## src/aesctr_pkg.sv

```systemverilog
// ----------------------------------------------------------------------------
// aesctr_pkg
// Shared types, constants and AES helper functions for the counter-mode
// keystream block.
// ----------------------------------------------------------------------------
package aesctr_pkg;

  localparam int CfgWidth = 64;
  localparam int CfgIdxWidth = 3;
  localparam int RoundWidth = 4;
  localparam int NumRounds = 14;

  // register indexes
  localparam logic [CfgIdxWidth-1:0] REG_KEY0 = 3'd0;
  localparam logic [CfgIdxWidth-1:0] REG_KEY1 = 3'd1;
  localparam logic [CfgIdxWidth-1:0] REG_KEY2 = 3'd2;
  localparam logic [CfgIdxWidth-1:0] REG_KEY3 = 3'd3;
  localparam logic [CfgIdxWidth-1:0] REG_NONCE = 3'd4;
  localparam logic [CfgIdxWidth-1:0] REG_IV = 3'd5;
  localparam logic [CfgIdxWidth-1:0] REG_CTR = 3'd6;

  localparam logic [31:0] CounterReset = 32'd1;
  localparam logic [7:0] ByteMask = 8'hff;

  // commands from controller to datapath
  typedef struct packed {
    logic take;
    logic start;
    logic round;
    logic fin;
    logic emit;
  } aesctr_cmd_t;

  // status from datapath to controller
  typedef struct packed {
    logic ks_empty;
  } aesctr_sts_t;

  localparam logic [7:0] SBOX [256] = '{
    8'h63,8'h7c,8'h77,8'h7b,8'hf2,8'h6b,8'h6f,8'hc5,8'h30,8'h01,8'h67,8'h2b,8'hfe,8'hd7,8'hab,8'h76,
    8'hca,8'h82,8'hc9,8'h7d,8'hfa,8'h59,8'h47,8'hf0,8'had,8'hd4,8'ha2,8'haf,8'h9c,8'ha4,8'h72,8'hc0,
    8'hb7,8'hfd,8'h93,8'h26,8'h36,8'h3f,8'hf7,8'hcc,8'h34,8'ha5,8'he5,8'hf1,8'h71,8'hd8,8'h31,8'h15,
    8'h04,8'hc7,8'h23,8'hc3,8'h18,8'h96,8'h05,8'h9a,8'h07,8'h12,8'h80,8'he2,8'heb,8'h27,8'hb2,8'h75,
    8'h09,8'h83,8'h2c,8'h1a,8'h1b,8'h6e,8'h5a,8'ha0,8'h52,8'h3b,8'hd6,8'hb3,8'h29,8'he3,8'h2f,8'h84,
    8'h53,8'hd1,8'h00,8'hed,8'h20,8'hfc,8'hb1,8'h5b,8'h6a,8'hcb,8'hbe,8'h39,8'h4a,8'h4c,8'h58,8'hcf,
    8'hd0,8'hef,8'haa,8'hfb,8'h43,8'h4d,8'h33,8'h85,8'h45,8'hf9,8'h02,8'h7f,8'h50,8'h3c,8'h9f,8'ha8,
    8'h51,8'ha3,8'h40,8'h8f,8'h92,8'h9d,8'h38,8'hf5,8'hbc,8'hb6,8'hda,8'h21,8'h10,8'hff,8'hf3,8'hd2,
    8'hcd,8'h0c,8'h13,8'hec,8'h5f,8'h97,8'h44,8'h17,8'hc4,8'ha7,8'h7e,8'h3d,8'h64,8'h5d,8'h19,8'h73,
    8'h60,8'h81,8'h4f,8'hdc,8'h22,8'h2a,8'h90,8'h88,8'h46,8'hee,8'hb8,8'h14,8'hde,8'h5e,8'h0b,8'hdb,
    8'he0,8'h32,8'h3a,8'h0a,8'h49,8'h06,8'h24,8'h5c,8'hc2,8'hd3,8'hac,8'h62,8'h91,8'h95,8'he4,8'h79,
    8'he7,8'hc8,8'h37,8'h6d,8'h8d,8'hd5,8'h4e,8'ha9,8'h6c,8'h56,8'hf4,8'hea,8'h65,8'h7a,8'hae,8'h08,
    8'hba,8'h78,8'h25,8'h2e,8'h1c,8'ha6,8'hb4,8'hc6,8'he8,8'hdd,8'h74,8'h1f,8'h4b,8'hbd,8'h8b,8'h8a,
    8'h70,8'h3e,8'hb5,8'h66,8'h48,8'h03,8'hf6,8'h0e,8'h61,8'h35,8'h57,8'hb9,8'h86,8'hc1,8'h1d,8'h9e,
    8'he1,8'hf8,8'h98,8'h11,8'h69,8'hd9,8'h8e,8'h94,8'h9b,8'h1e,8'h87,8'he9,8'hce,8'h55,8'h28,8'hdf,
    8'h8c,8'ha1,8'h89,8'h0d,8'hbf,8'he6,8'h42,8'h68,8'h41,8'h99,8'h2d,8'h0f,8'hb0,8'h54,8'hbb,8'h16
  };

  function automatic logic [7:0] xtime(input logic [7:0] b);
    xtime = {b[6:0], 1'b0} ^ (b[7] ? 8'h1b : 8'h00);
  endfunction

  function automatic logic [31:0] sub_word(input logic [31:0] w);
    sub_word = {SBOX[w[31:24]], SBOX[w[23:16]], SBOX[w[15:8]], SBOX[w[7:0]]};
  endfunction

  // byte i of a 128-bit block, byte 0 in the top bits
  function automatic logic [7:0] blk_byte(input logic [127:0] s, input int i);
    blk_byte = s[127-8*i -: 8];
  endfunction

  // one cipher round without the key add; mix columns skipped on the final round
  function automatic logic [127:0] aes_round(input logic [127:0] s, input logic fin);
    logic [7:0] t [16];
    logic [7:0] a0, a1, a2, a3, x;
    logic [127:0] o;
    o = '0;
    for (int c = 0; c < 4; c++) begin
      for (int r = 0; r < 4; r++) begin
        t[4*c+r] = SBOX[blk_byte(s, 4*((c+r)%4)+r)];
      end
    end
    for (int c = 0; c < 4; c++) begin
      a0 = t[4*c];
      a1 = t[4*c+1];
      a2 = t[4*c+2];
      a3 = t[4*c+3];
      x = a0 ^ a1 ^ a2 ^ a3;
      if (fin) begin
        o[127-32*c -: 32] = {a0, a1, a2, a3};
      end else begin
        o[127-32*c -: 32] = {a0 ^ x ^ xtime(a0 ^ a1), a1 ^ x ^ xtime(a1 ^ a2),
                             a2 ^ x ^ xtime(a2 ^ a3), a3 ^ x ^ xtime(a3 ^ a0)};
      end
    end
    aes_round = o;
  endfunction

  // slide the eight-word key window forward by four words
  function automatic logic [255:0] key_step(input logic [255:0] kw, input logic even,
                                            input logic [7:0] rc);
    logic [31:0] w7, f, n0, n1, n2, n3;
    w7 = kw[31:0];
    if (even) begin
      f = sub_word({w7[23:0], w7[31:24]}) ^ {rc, 24'h0};
    end else begin
      f = sub_word(w7);
    end
    n0 = kw[255:224] ^ f;
    n1 = kw[223:192] ^ n0;
    n2 = kw[191:160] ^ n1;
    n3 = kw[159:128] ^ n2;
    key_step = {kw[127:0], n0, n1, n2, n3};
  endfunction

endpackage

```

## src/aesctr_ctrl.sv

```systemverilog
// ----------------------------------------------------------------------------
// aesctr_ctrl
// Controller: sequences request intake, the fourteen cipher rounds and the
// result hand-off.
// ----------------------------------------------------------------------------
module aesctr_ctrl
  import aesctr_pkg::*;
(
  input  logic        clk,
  input  logic        rst_n,
  input  logic        in_valid,
  output logic        in_stall,
  output logic        out_valid,
  input  logic        out_stall,
  input  aesctr_sts_t sts,
  output aesctr_cmd_t cmd
);

  localparam logic [1:0] ST_IDLE = 2'd0;
  localparam logic [1:0] ST_RUN = 2'd1;
  localparam logic [1:0] ST_EMIT = 2'd2;

  logic [1:0] state_r, state_nxt;
  logic [RoundWidth-1:0] rnd_r, rnd_nxt;
  logic out_valid_r, out_valid_nxt;
  logic out_free;

  assign in_stall = (state_r != ST_IDLE);
  assign out_valid = out_valid_r;
  assign out_free = !out_valid_r || !out_stall;

  // next state and commands
  always_comb begin
    state_nxt = state_r;
    rnd_nxt = rnd_r;
    out_valid_nxt = out_valid_r && out_stall;
    cmd = '0;
    case (state_r)
      ST_IDLE: begin
        if (in_valid) begin
          cmd.take = 1'b1;
          if (sts.ks_empty) begin
            cmd.start = 1'b1;
            rnd_nxt = RoundWidth'(1);
            state_nxt = ST_RUN;
          end else begin
            state_nxt = ST_EMIT;
          end
        end
      end
      ST_RUN: begin
        cmd.round = 1'b1;
        cmd.fin = (rnd_r == RoundWidth'(NumRounds));
        rnd_nxt = rnd_r + RoundWidth'(1);
        if (cmd.fin) begin
          state_nxt = ST_EMIT;
        end
      end
      ST_EMIT: begin
        if (out_free) begin
          cmd.emit = 1'b1;
          out_valid_nxt = 1'b1;
          state_nxt = ST_IDLE;
        end
      end
      default: state_nxt = ST_IDLE;
    endcase
  end

  // state registers
  always_ff @(posedge clk) begin
    if (!rst_n) begin
      state_r <= ST_IDLE;
      rnd_r <= '0;
      out_valid_r <= 1'b0;
    end else begin
      state_r <= state_nxt;
      rnd_r <= rnd_nxt;
      out_valid_r <= out_valid_nxt;
    end
  end

endmodule

```

## config.mk

```make
export PLATFORM = sky130hd
export DESIGN_NAME = aesctr_ctrl
export DESIGN_NICKNAME = d
export VERILOG_FILES = /design/src/aesctr_pkg.sv /design/src/aesctr_ctrl.sv
export SDC_FILE = /design/constraint.sdc
export NUM_CORES = 1
export LEC_CHECK = 0
export BUFFER_PORTS_ARGS = -buffer_cell sky130_fd_sc_hd__buf_2
export CAP_MARGIN = 20
export CELL_PAD_IN_SITES_DETAIL_PLACEMENT = 1
export CELL_PAD_IN_SITES_GLOBAL_PLACEMENT = 2
export CORE_MARGIN = 1.5
export CORE_UTILIZATION = 25
export CTS_CLUSTER_SIZE = 10
export DETAILED_ROUTE_END_ITERATION = 16
export GPL_ROUTABILITY_DRIVEN = 0
export PLACE_DENSITY = 0.71
export SLEW_MARGIN = 25
export SYNTH_ARGS = -nofsm -noshare
export SYNTH_HDL_FRONTEND = slang
export SYNTH_SLANG_ARGS = --single-unit
```

## constraint.sdc

```tcl
create_clock -name clk -period 1.6 [get_ports clk]
set_input_delay 0.4 -clock clk [delete_from_list [all_inputs] [get_ports clk]]
set_output_delay 0.4 -clock clk [all_outputs]
set_load 0.03 [all_outputs]
```

==> metrics, run 1 <==
total track usage=11.5%; IO Count=12; met2 usage=16.0%; Ys Warns=0; Critical Path End Type=primary output; vias in the first global route=374; leak pwr=0.222 nW; RSZ-0062 raised after global routing=true; CTS Hold Bufs=0; initial antenna violation count=0; Port Buffers=11; DIE WIDTH=between 40 and 50 um; proportion of layout cells with a drive suffix above 1=44.3%; Starting DRT DRC Count=5; Worst IR Drop VDD=0.358 mV; CTS tree=done; worst rel slew slack=79.3%; final instance area=544 sq um; gr busiest metal=met1; top cells by area, synth=dfxtp_1 36%, nor2b_4 7.1%, nand2_1 6.8%; post-synth net total=53; core box area=1470 sq um; status=finished, final reports clean; Syn Area/Cell=8.40 sq um; height of the die=approximately 42 um; DRC=0; Mapped Area=between 300 and 400 sq um; Final Cycle Share=between 90% and 100%; dominant cell type by area after synthesis=dfxtp_1; final WL=914 um; Post-synth EDFFs=0; Slew @ Worst Pin=~0.31 ns; Yosys cell types=23; CTS sink cnt=7; min Tclk post-route=1.55 ns; Mapped Cells=46; fmax=approximately 650 MHz; wire per inst=about 12 um; global-route wire length before repair=1570 um; Clk Latency, worst-skew pair=0.26 ns; area grow syn2layout=40.8%; vias=about 370; total power=~450 uW; Final Hold Viols=0; starting density of the core=approximately a quarter; post-synth top area share=36.2%; root buf cell=clkbuf_4; H-tree depth=1; CP required=1.20 ns; Pre-Repair DR Iteration Count=4; MaxCap Viol Count=0; Min Hold Slack=0.437 ns; list of most frequent post-synthesis cells=7 x dfxtp_1, 7 x nand2_1, 5 x nor2_1; GRT met3 Usage=around 1.7%; Fillers=between 150 and 200; Yosys reg bits=7; ys async rst share=0%; fin. max-slew vios=0; pre-CTS setup slack=0.167 ns; gr ovfl total=0; Final nets=69; Sequential Area=145 sq um; top_reg_cell synth=dfxtp_1; Clock Tree Buf Depth=2; crit path DAT=1.15 ns; Num CTS Buffers=3; Power Density=835 nW/um^2; Worst Clk Skew=0.00409 ns; # setup viols final=0; footprint of the multi-input gates=265 sq um; final setup margin=0.0511 ns; Placed Area=468 sq um; met1 usage=roughly 16%; placed wire-length estimate=673 um; class of the most critical setup path=reg2out; largest net degree at the start of global routing=12; Inserted Diodes=0; post-layout util=about 37%; crit path max fanout=5; Routed Antenna Nets=0; vias per cell=4.83; Worst Setup Start Kind=flop; Site Rows=14; Seq/Total Area, Yosys=36.2%; Hold WC Path Type=in2reg; Die Area=1790 sq um; Reg clk slew, reported paths=0.06 ns
routing by layer:
metal	wire length, um	vias to the layer above
li1	-	192
met1	485	166
met2	362	12
met3	48	2
met4	18	0
met5	0	-
layout by cell type, fill, tap and decap left out, types with 2 or more instances in the layout:
cell type  netlist  layout
a21oi_1          3       3
clkbuf_4         0       3
buf_6            0       2
nor2_1           5       4
nand2_1          7       7
dfxtp_1          7       3
buf_4            0       3
nand3b_1         2       2
buf_2            0       7
nor2b_4          2       2
dfxtp_2          0       4
metrics by stage:
stage / instances / setup TNS, ns
6_report: 77 / 0
5_1_grt: 77 / -0.0295
4_1_cts: 77 / -0.0220
3_5_place_dp: 73 / 0
3_3_place_gp: 73 / 0
2_1_floorplan: 46 / -0.000732
worst max-delay path: stages (launching register included):
cell and delay (ns):
dfxtp_2 0.34, inv_2 0.07, ha_4 0.14, nand3_4 0.08
nor2b_4 0.13, buf_6 0.13
power by group:
group	internal [mW]	switching, mW
clock network	0.0956	0.0711
registers	0.183	0.0117
logic	0.0395	0.0529
total	0.319	0.136
cell families (layout without fill, tap and decap cells):
group	Yosys count	in the layout	share of synthesized area [%]
and+or+nand+nor	24	24	35.9
AOI/OAI and AO/OA	9	9	15.9
DFF	7	7	36.2
buffers and inverters	3	18	2.91
adders and majority gates	2	2	6.47
muxes	1	1	2.59
sequential cells by signal (all words and copies together), names as in the netlist:
name       cells
rnd_r          4
out_valid      1
state_r        2
layout make-up:
class | count | share of cell area [%]
Multi-Input combinational cell | 36 | 48.7
Sequential cell | 7 | 26.7
Timing Repair Buffer | 12 | 14.7
Clock buffer | 4 | 4.83
Tap cell | 16 | 3.68
Inverter | 2 | 1.38
what timing repair did:
| item | 4_1_cts | 5_1_grt |
|---|---|---|
| setup buffers | 0 | 0 |
| resized for setup | 9 | 8 |
| endpoints found under the setup margin | 4 | 4 |
path summary, 6_finish.rpt:
path | start | end | slack (ns) | depth (start not counted)
max | rnd_r[0] | cmd[1] | 0.05 | 5
min | out_stall | out_valid | 0.44 | 3
max reg2reg | rnd_r[0] | state_r[1] | 0.51 | 5
min reg2reg | rnd_r[1] | rnd_r[1] | 0.51 | 2
Note: power is estimated with default switching activity, not from simulation.
==> inputs of run 2 (changes only) <==
- ABC_AREA: not set -> 1
- CORE_UTILIZATION: 25 -> 23
- PLACE_DENSITY: 0.71 -> not set
- PLACE_DENSITY_LB_ADDON: not set -> 0.3
==> run 2 against run 1 <==
Worst setup slack worse by 0.0023 ns. Count of clock-buffer cells in the layout unchanged. Utilization down 2.3 points. Highest routed layer unchanged.
==> metrics, run 2 <==
vias per cell=4.43; Inserted Diodes=0; most numerous cell in the Yosys netlist=nand2_1; crit path DAT=roughly 1.2 ns; highest-delay cell along the critical path=dfxtp_2; top_reg_cell synth=dfxtp_1; Reg clk slew, reported paths=approximately 0.060 ns; Hold WC Path Type=in2reg; R2R Setup Slk=0.54 ns; gr ovfl total=0; DRC=0; post-synth net total=between 70 and 80; Mapped Area=403 sq um; crit path max fanout=4; met1 WL=around 500 um; fmax=between 600 and 700 MHz; Final nets=88; wire length on met2=496 um; IO Count=12; # setup viols final=0; leak pwr=0.316 nW; placed wire-length estimate=786 um; Yosys cell types=12; largest net degree at the start of global routing=9; Worst R2R Start=rnd_r[0]; Fin Setup TNS=0 ns; top cells by area, synth=dfxtp_1 35%, nand2_1 13%, nand3_1 12%; hold path start=rst_n; Worst Setup Start Kind=flop; total power=slightly above 500 uW; height of the die=44.9 um; Power Density=930 nW/um^2; CTS Hold Bufs=0; Largest stage delay, worst path=0.34 ns; largest reg by FF count=rnd_r; crit-path cells=inv_2, ha_4, nand3_2, nor2_1, buf_4; commonest non-fill, non-tap cells in the layout=14 x nand2_1, 12 x inv_1, 9 x nand3_1; Die Area=2010 sq um; Yosys reg bits=7; Num CTS Buffers=3; proportion of layout cells with a drive suffix above 1=32.5%; Starting DRT DRC Count=2; Reg2Reg Depth=4; Clk Latency, worst-skew pair=0.26 ns; Pre-Repair DR Iteration Count=3; CTS tree=done; vias in the first global route=421; final WL=1040 um; Seq/Total Area, Yosys=34.8%; starting density of the core=25.6%; CP required=1.20 ns; min Tclk post-route=~1.6 ns; DR WL met3=33 um; Routed Antenna Nets=0; status=finished, final reports clean; H-tree depth=1; initial antenna violation count=0; crit path from=rnd_r[0]; area grow syn2layout=35.7%; list of most frequent post-synthesis cells=14 x nand2_1, 13 x inv_1, 10 x nand3_1; Port Buffers=11; post-synth top area share=between 30% and 40%; Clock Tree Buf Depth=2; wire per inst=approximately 11 um; CTS sink cnt=7; Slew @ Worst Pin=0.197 ns; Final Cycle Share=96.9%; global-route wire length before repair=roughly 1800 um; root buf cell=clkbuf_4; Min Hold Slack=0.414 ns; Critical Path End Type=primary output; MaxCap Viol Count=0; dominant cell type by area after synthesis=dfxtp_1; Mapped Cells=64; DIE WIDTH=around 45 um; crit path capture=cmd[1]; fin. max-slew vios=0; Reg-to-Reg End=rnd_r[2]; Syn Area/Cell=6.30 sq um; worst rel slew slack=between 80 and 90%; max reg flops=4; Worst IR Drop VDD=between 0.4 and 0.5 mV; Worst Clk Skew=0.00487 ns; Ys Warns=0; vias=425; Post-synth EDFFs=0; total track usage=12.6%; class of the most critical setup path=reg2out; core box area=1580 sq um; Top Layer Used=met4; most common cell after layout, fill and taps aside=nand2_1; post-layout util=a little over a third; ys async rst share=0%; Site Rows=14; Final Hold Viols=0
==> run 2: cell count changes after synthesis, sizes merged, moves of 2 or more <==
cell    previous run  this run
inv                2        14
nand2              7        15
nand3              2        10
nor2               5         9
nand3b             2         0
nor2b              2         0
==> run 2: how the worst min path moves through the flow <==
stage / cells past startpoint / slack, ns / end
6_report: 3 / 0.41 / rnd_r[0]
5_1_grt: 3 / 0.41 / rnd_r[0]
4_1_cts: 3 / 0.41 / out_valid
3_5_place_dp: 2 / 0.49 / out_valid
3_3_place_gp: 2 / 0.48 / out_valid
2_1_floorplan: 2 / 0.49 / rnd_r[1]
==> run 2: cell type report <==
cell class / count / area [sq um]
Inverter: 14 / 52.6
Tap cell: 16 / 20.0
Timing Repair Buffer: 12 / 72.6
Sequential cell: 7 / 145
Clock buffer: 4 / 26.3
Multi-Input combinational cell: 43 / 230
Fill cell: 205 / 1030
==> run 2: what timing repair did <==
item / CTS / global route
setup endpoints to repair: 3 / 5
buffers inserted: 0 / 1
endpoints found under the hold margin: 0 / 0
pin swaps: 0 / 3
resized for setup: 3 / 12
==> run 2: critical path: cells and delay by family, from the launching register on <==
| kind | cells | cell delay [ns] |
|---|---|---|
| DFF | 1 | 0.34 |
| buffers and inverters | 2 | 0.23 |
| and+or+nand+nor | 2 | 0.19 |
| adders and majority gates | 1 | 0.13 |
==> run 2: stage by stage <==
step	setup slack [ns]	std cells	cell area [sq um]
global placement	0.295	91	478
floorplan	0.0977	64	403
CTS	0.00752	95	510
global route	-0.00522	96	547
detailed placement	0.265	91	478
finish	0.0488	96	547
==> run 2: per-layer routing <==
metal | GRT usage, % | vias to the layer above
li1 | - | 229
met1 | 14.6 | 187
met2 | 19.7 | 7
met3 | 6.00 | 2
met4 | 5.29 | 0
met5 | 0 | -
==> run 2: kinds of logic (layout without fill, tap and decap cells) <==
| family | Yosys count | after routing | synth area share, % |
|---|---|---|---|
| AOI/OAI and AO/OA | 5 | 5 | 6.21 |
| adders and majority gates | 2 | 2 | 6.21 |
| buffers and inverters | 14 | 30 | 13.0 |
| DFF | 7 | 7 | 34.8 |
| and+or+nand+nor | 36 | 36 | 39.8 |
==> run 2: power by group <==
group | internal [mW] | leakage (nW) | total (mW) | switching (mW)
combinational | 0.0468 | 0.242 | 0.137 | 0.0900
clock | 0.0959 | 0.0150 | 0.171 | 0.0754
sequential | 0.188 | 0.0587 | 0.201 | 0.0126
